===== config.mk =====
export PLATFORM = sky130hd
export DESIGN_NAME = gbs_ctrl
export DESIGN_NICKNAME = d
export VERILOG_FILES = /design/src/rtl/core/gbs_pkg.sv /design/src/rtl/core/gbs_ctrl.sv
export SDC_FILE = /design/constraint.sdc
export NUM_CORES = 1
export LEC_CHECK = 0
export ABC_AREA = 1
export BUFFER_PORTS_ARGS = -buffer_cell sky130_fd_sc_hd__clkbuf_2
export CAP_MARGIN = 20
export CELL_PAD_IN_SITES_DETAIL_PLACEMENT = 1
export CELL_PAD_IN_SITES_GLOBAL_PLACEMENT = 2
export CORE_ASPECT_RATIO = 0.6
export CORE_UTILIZATION = 18
export DETAILED_ROUTE_END_ITERATION = 8
export PLACE_DENSITY = 0.86
export SYNTH_ARGS = -nofsm -noshare
export SYNTH_HDL_FRONTEND = slang
export SYNTH_SLANG_ARGS = --single-unit

===== constraint.sdc =====
create_clock -name i_clk -period 3.4 [get_ports i_clk]
set_input_delay 0.34 -clock i_clk [delete_from_list [all_inputs] [get_ports i_clk]]
set_output_delay 0.34 -clock i_clk [all_outputs]
set_load 0.05 [all_outputs]

===== src/rtl/core/gbs_pkg.sv =====
`timescale 1ns / 1ps
`default_nettype none
package gbs_pkg;

    localparam logic [1:0] KIND_BOX   = 2'd0;
    localparam logic [1:0] KIND_SCORE = 2'd1;
    localparam logic [1:0] KIND_RUN   = 2'd2;

    localparam logic [2:0] REG_BOX_COUNT   = 3'd0;
    localparam logic [2:0] REG_CLASS_COUNT = 3'd1;
    localparam logic [2:0] REG_REC_LIMIT   = 3'd2;
    localparam logic [2:0] REG_CLASS_LIMIT = 3'd3;
    localparam logic [2:0] REG_THRESHOLD   = 3'd4;
    localparam logic [2:0] REG_SCORE_FLOOR = 3'd5;

    localparam logic [8:0] BOX_CAP   = 9'd256;
    localparam logic [4:0] CLASS_CAP = 5'd16;
    localparam logic [6:0] REC_CAP   = 7'd64;

    typedef struct packed {
        logic load_box;
        logic load_score;
        logic run_start;
        logic class_init;
        logic class_next;
        logic sel_init;
        logic rd_cand;
        logic cap_cand;
        logic cand_next;
        logic p_init;
        logic rd_pick;
        logic rd_prev;
        logic p_next;
        logic best_upd;
        logic emit_pick;
        logic emit_pad;
        logic rec_clear;
        logic push_last;
    } t_cmd;

    typedef struct packed {
        logic class_ok;
        logic sel_ok;
        logic cand_ok;
        logic score_ok;
        logic p_ok;
        logic same_box;
        logic overlap;
        logic best_v;
        logic rec_ok;
        logic pad;
        logic pend_v;
        logic out_free;
        logic emit_ok;
    } t_sts;

endpackage
`default_nettype wire


===== src/rtl/core/gbs_ctrl.sv =====
`timescale 1ns / 1ps
`default_nettype none
module gbs_ctrl import gbs_pkg::*; (
    input  wire logic       i_clk,
    input  wire logic       i_rst_n,
    input  wire logic       i_in_valid,
    input  wire logic [1:0] i_kind,
    output logic            o_in_ready,
    input  wire t_sts       i_sts,
    output t_cmd            o_cmd
);

    localparam logic [3:0] S_IDLE   = 4'd0;
    localparam logic [3:0] S_CLASS  = 4'd1;
    localparam logic [3:0] S_SEL    = 4'd2;
    localparam logic [3:0] S_CAND   = 4'd3;
    localparam logic [3:0] S_SCORE  = 4'd4;
    localparam logic [3:0] S_PCHK   = 4'd5;
    localparam logic [3:0] S_PREAD  = 4'd6;
    localparam logic [3:0] S_OV0    = 4'd7;
    localparam logic [3:0] S_OV1    = 4'd8;
    localparam logic [3:0] S_OV2    = 4'd9;
    localparam logic [3:0] S_OV3    = 4'd10;
    localparam logic [3:0] S_PICK   = 4'd11;
    localparam logic [3:0] S_PADCHK = 4'd12;
    localparam logic [3:0] S_FIN    = 4'd13;

    logic [3:0] r_state;
    logic [3:0] n_state;
    logic       w_acc;

    assign o_in_ready = (r_state == S_IDLE);
    assign w_acc      = i_in_valid && o_in_ready;

    always_comb begin
        n_state = r_state;
        o_cmd   = '0;
        unique case (r_state)
            S_IDLE: begin
                if (w_acc) begin
                    o_cmd.load_box   = (i_kind == KIND_BOX);
                    o_cmd.load_score = (i_kind == KIND_SCORE);
                    if (i_kind == KIND_RUN) begin
                        o_cmd.run_start = 1'b1;
                        n_state         = S_CLASS;
                    end
                end
            end
            S_CLASS: begin
                if (i_sts.class_ok) begin
                    o_cmd.class_init = 1'b1;
                    n_state          = S_SEL;
                end else begin
                    n_state = S_PADCHK;
                end
            end
            S_SEL: begin
                if (i_sts.sel_ok) begin
                    o_cmd.sel_init = 1'b1;
                    n_state        = S_CAND;
                end else begin
                    o_cmd.class_next = 1'b1;
                    n_state          = S_CLASS;
                end
            end
            S_CAND: begin
                if (i_sts.cand_ok) begin
                    o_cmd.rd_cand = 1'b1;
                    n_state       = S_SCORE;
                end else begin
                    n_state = S_PICK;
                end
            end
            S_SCORE: begin
                o_cmd.cap_cand = 1'b1;
                if (i_sts.score_ok) begin
                    o_cmd.p_init = 1'b1;
                    n_state      = S_PCHK;
                end else begin
                    o_cmd.cand_next = 1'b1;
                    n_state         = S_CAND;
                end
            end
            S_PCHK: begin
                if (i_sts.p_ok) begin
                    o_cmd.rd_pick = 1'b1;
                    n_state       = S_PREAD;
                end else begin
                    o_cmd.best_upd  = 1'b1;
                    o_cmd.cand_next = 1'b1;
                    n_state         = S_CAND;
                end
            end
            S_PREAD: begin
                if (i_sts.same_box) begin
                    o_cmd.cand_next = 1'b1;
                    n_state         = S_CAND;
                end else begin
                    o_cmd.rd_prev = 1'b1;
                    n_state       = S_OV0;
                end
            end
            S_OV0: n_state = S_OV1;
            S_OV1: n_state = S_OV2;
            S_OV2: n_state = S_OV3;
            S_OV3: begin
                if (i_sts.overlap) begin
                    o_cmd.cand_next = 1'b1;
                    n_state         = S_CAND;
                end else begin
                    o_cmd.p_next = 1'b1;
                    n_state      = S_PCHK;
                end
            end
            S_PICK: begin
                if (!i_sts.best_v) begin
                    o_cmd.class_next = 1'b1;
                    n_state          = S_CLASS;
                end else if (i_sts.emit_ok) begin
                    o_cmd.emit_pick = 1'b1;
                    n_state         = S_SEL;
                end
            end
            S_PADCHK: begin
                if (!i_sts.pad) begin
                    n_state = S_FIN;
                end else if (!i_sts.rec_ok) begin
                    o_cmd.rec_clear = 1'b1;
                    n_state         = S_FIN;
                end else if (i_sts.emit_ok) begin
                    o_cmd.emit_pad = 1'b1;
                end
            end
            S_FIN: begin
                if (!i_sts.pend_v) begin
                    n_state = S_IDLE;
                end else if (i_sts.out_free) begin
                    o_cmd.push_last = 1'b1;
                    n_state         = S_IDLE;
                end
            end
            default: n_state = S_IDLE;
        endcase
    end

    always_ff @(posedge i_clk) begin
        if (!i_rst_n) begin
            r_state <= S_IDLE;
        end else begin
            r_state <= n_state;
        end
    end

endmodule
`default_nettype wire


==> results.md <==
- In this run the post-CTS setup repair buffer count came out at 0.
- Routability-driven placement finished with a final weighted congestion of 0.8453.
- The post-route non-filler standard cell count is about 200.
- The number of buffers inserted by port buffering is 36.
- The number of synthesized flops with an enable pin is 0.
- The most critical setup path has its startpoint at r_state[1]$_SDFFE_PN0P_.
- The clock network is responsible for 34.4% of the overall power.
- The summed negative setup slack over all endpoints is 0 ns.
- The largest registers in the layout are r_state x4.
- In this run the number of H-tree levels came out at 1.
- The number of pins with negative max-slew slack in the final report is 0.
- The setup slack of the critical path after layout is 1.477 ns.
- The count of inserted antenna diode cells is 0.
- The total of flip-flops plus latches after synthesis is 4.
- The fraction of the yosys area taken by sequential cells is 14.35%.
- The slew at the pin closest to its max-slew limit is 0.3738 ns.
- The synthesized netlist devotes 0% of its cell area to XOR and XNOR gates.
- The number of global-route vias before repair is 826.
- Setup repair after global routing left no endpoint under its margin.
- At the worst endpoint, the arrival time is 1.58 ns.
- The initial core utilization is 19.18%.
- The total of fill cells in the finished design is 409.
- The first global-routing pass estimated approximately 3.7 mm of wire.
- The clock passes through at most 2 buffers.
- The number of violations reported at the end of detailed-routing iteration 0 is 27.
- The critical path goes through inv_1 > nor2_1 > nand3_1 > nand4_1 > clkbuf_2.
- The top cell type by total area after synthesis is nand2_1.
- Using the TritonRoute via totals, the vias-per-cell ratio works out to 4.318.
- The placement-stage worst setup slack is 1.717 ns.
- In this run the worst hold path is classified as in -> reg.
- The post-synthesis share of cell area spent on and, or, nand and nor gates is 58.97%.
- Net switching is 46.31% of the power.
- At the end of the flow, the number of nets in the layout was 179.
- The average wire length per cell after detail routing is roughly 12 um.
- In this run, placement finished with an instance count of 198.
- The final routed wirelength across all metal layers is 2.314 mm.
- On the worst path, the slowest cell contributes a delay of roughly 0.35 ns.
- The highest-delay cell along the critical path is dfxtp_1.
- The share of the core filled with cells is between 20 and 30%.
- Of the cells placed in the final design, the portion with a size suffix greater than 1 is 25.79%.
- The detailed router placed 868 vias in this run.
- The power per cell area is 366.3 nW/um^2.
- Dividing the synthesized area by the synthesized cell count gives 4.650 um^2.
- In this run the vertical extent of the chip is 45.13 um.
- The synthesized netlist contains 12 unique library cells.
- Overall power consumption after layout is estimated at 0.0003048 W.
- The post-CTS clock slew at the launch and capture registers of the worst setup and hold paths is 0.04 ns.
- The final critical path takes up 56.56% of the cycle.
- The number of warning messages in the yosys log is 0.
- The leakage component of the power is 0.5697 nW.
- The launching element type of the critical path is a flop.
- For this run the aggregate overflow at the end of global routing stands at 0.
- The combined area of all synthesized cells is 558.0 um^2.
- The area growth from synthesis to layout is 49.10%.
- The post-route antenna net violation count is 0.
- The fraction of post-synthesis cell area in the top cell type by area is approximately a quarter.
- Data on the critical path is required at its endpoint by 3.06 ns.
- Entering global routing, the biggest net connects 8 pins.
- The final-report hold violation count is 0.
- The post-CTS resize count is 0.
- The time the worst path needs with I/O delays and setup is 1.923 ns.
- Clock tree synthesis found a total of 4 sinks.
- The total global-route track usage is between 10% and 20%.
- The number of flip-flops under the largest register name is 4.
- The peak supply drop is 0.0001418 V.
- The power dissipated by switching net loads is about 0.00014 W.
- nand2_1 is the most common cell in the netlist.
- The total area inside the core boundary comes to 2909 um^2.
- The kind of end point of the critical path is a primary output.
- The number of clock buffers added by TritonCTS is 3.
- Setup violations remaining at the end of the flow were counted as 0.
- By count the netlist is led by nand2_1, inv_1, nor2_1, nand3_1.
- From left edge to right edge, the die measures about 74 um.
- The critical path start-end classification is reg -> out.
- The residual DRC count is 0.
- The startpoint identified for the worst register-to-register timing path is r_state[1]$_SDFFE_PN0P_.
- The number of antenna violations at the first check in global routing is 0.
- By area the synthesized netlist is led by nand2_1, inv_1, nor2_1, dfxtp_1, nand3_1.
- The HPWL after detailed placement is 2.042 mm.
- The sequential share of power is slightly below 20%.
- When the netlist entered floorplanning its net count stood at 138.
- The part of the total power dissipated in combinational logic is between 40% and 50%.
- The share of async-settable or async-resettable flops after synthesis is 0%.
- For this run, the detailed router's first-pass iteration total came to 4.
- The combinational family with the most area after synthesis is simple AND/OR/NAND/NOR gates.
- The area fraction in compound gates after synthesis is 7.175%.
- The run finished with clean final reports.
- The CTS tree is yes.
- Summing the areas of all fa, ha and maj instances in the mapped netlist gives 0% of the synthesized area.
- Counting every instance in the synthesized netlist gives 120.
- The number of core rows is 15.
- The later pin in the worst-skew pair is clocked with a latency of 0.23 ns.
- On the final layout, the worst clock skew is 0.005853 ns.
- Static timing analysis puts the maximum clock frequency at between 0.5 and 0.6 GHz.
- Measured against its own limit, the worst slew margin works out to 74.99%.
- The maximum net fanout on the critical path is 5.
- The library cell used as clock root buffer is clkbuf_8.
- The die covers 3334 um^2.
- The reported max-cap violation count is 0.
- The number of top-level design ports is 37.
- In this run, post-CTS hold repair placed 0 buffers.
- The internal cell power is 0.0001636 W.
- The register with the most flip-flops is r_state.
- The top flip-flop cell by instance count after synthesis is dfxtp_1.
- The startpoint identified for the worst hold timing path is i_rst_n.
- The mux contribution to synthesized area is 0%.
==> cells in the final DEF, fill, tap and decap left out <==
cell type / n
dfxtp_1: 4
a21oi_1: 4
nand4_1: 1
and3_1: 1
nor2_1: 23
nor2_2: 2
clkbuf_8: 3
nand2_1: 36
nand3b_1: 1
clkbuf_2: 36
inv_1: 29
o21ai_0: 4
nor3_1: 4
nand3_1: 11
==> power by group through the flow <==
stage	sequential (W)	combinational [W]	clock (W)
final	0.0000597	0.000140	0.000105
after floorplan	0.0000580	0.0000989	0
after detailed placement	0.0000603	0.000140	0
after global routing	0.0000606	0.000154	0.000109
after global placement	0.0000596	0.000138	0
after CTS	0.0000597	0.000141	0.000106
==> per-stage QoR <==
stage / hold slack, ns / instance area [um^2]
after floorplan: 0.5105 / 558.0
after global placement: 0.5503 / 790.8
after detailed placement: 0.5653 / 790.8
after CTS: 0.4058 / 832.0
after global routing: 0.4286 / 832.0
final: 0.4030 / 832.0
==> cells by family after synthesis <==
group	count (synthesis)
AOI/OAI and AO/OA	8
DFF	4
and+or+nand+nor	79
buffers and inverters	29
==> worst max-delay path: cells and delay by family, from the launching register on <==
kind,cells,cell delay (ns)
AND/OR/NAND/NOR,3,0.64
flip-flops,1,0.35
buffers and inverters,2,0.37
==> layer usage <==
layer / up-vias / share of wire [%] / track usage, %
li1: 441 / - / -
met1: 394 / 49 / 19.81
met2: 26 / 43 / 23.85
met3: 7 / 6.9 / 5.804
met4: 0 / 1.2 / 5.000
met5: - / 0 / 0
==> layout make-up <==
| cell class | instances | area [um^2] | area share [%] |
|---|---|---|---|
| Timing Repair Buffer | 36 | 180.2 | 21.65 |
| Clock buffer | 3 | 41.29 | 4.962 |
| Sequential cell | 4 | 80.08 | 9.624 |
| Multi-Input combinational cell | 87 | 369.1 | 44.36 |
| Inverter | 29 | 108.9 | 13.08 |
| Tap cell | 42 | 52.55 | 6.316 |
==> path summary, 6_finish.rpt <==
path                              to  slack, ns  cells past startpoint
max                         o_cmd[9]       1.48                      5
min          r_state[0]$_SDFFE_PN0P_       0.40                      3
max reg2reg  r_state[2]$_SDFFE_PN0P_       2.01                      8
min reg2reg  r_state[3]$_SDFFE_PN0P_       0.58                      2
(Power assumes the default switching activity.)
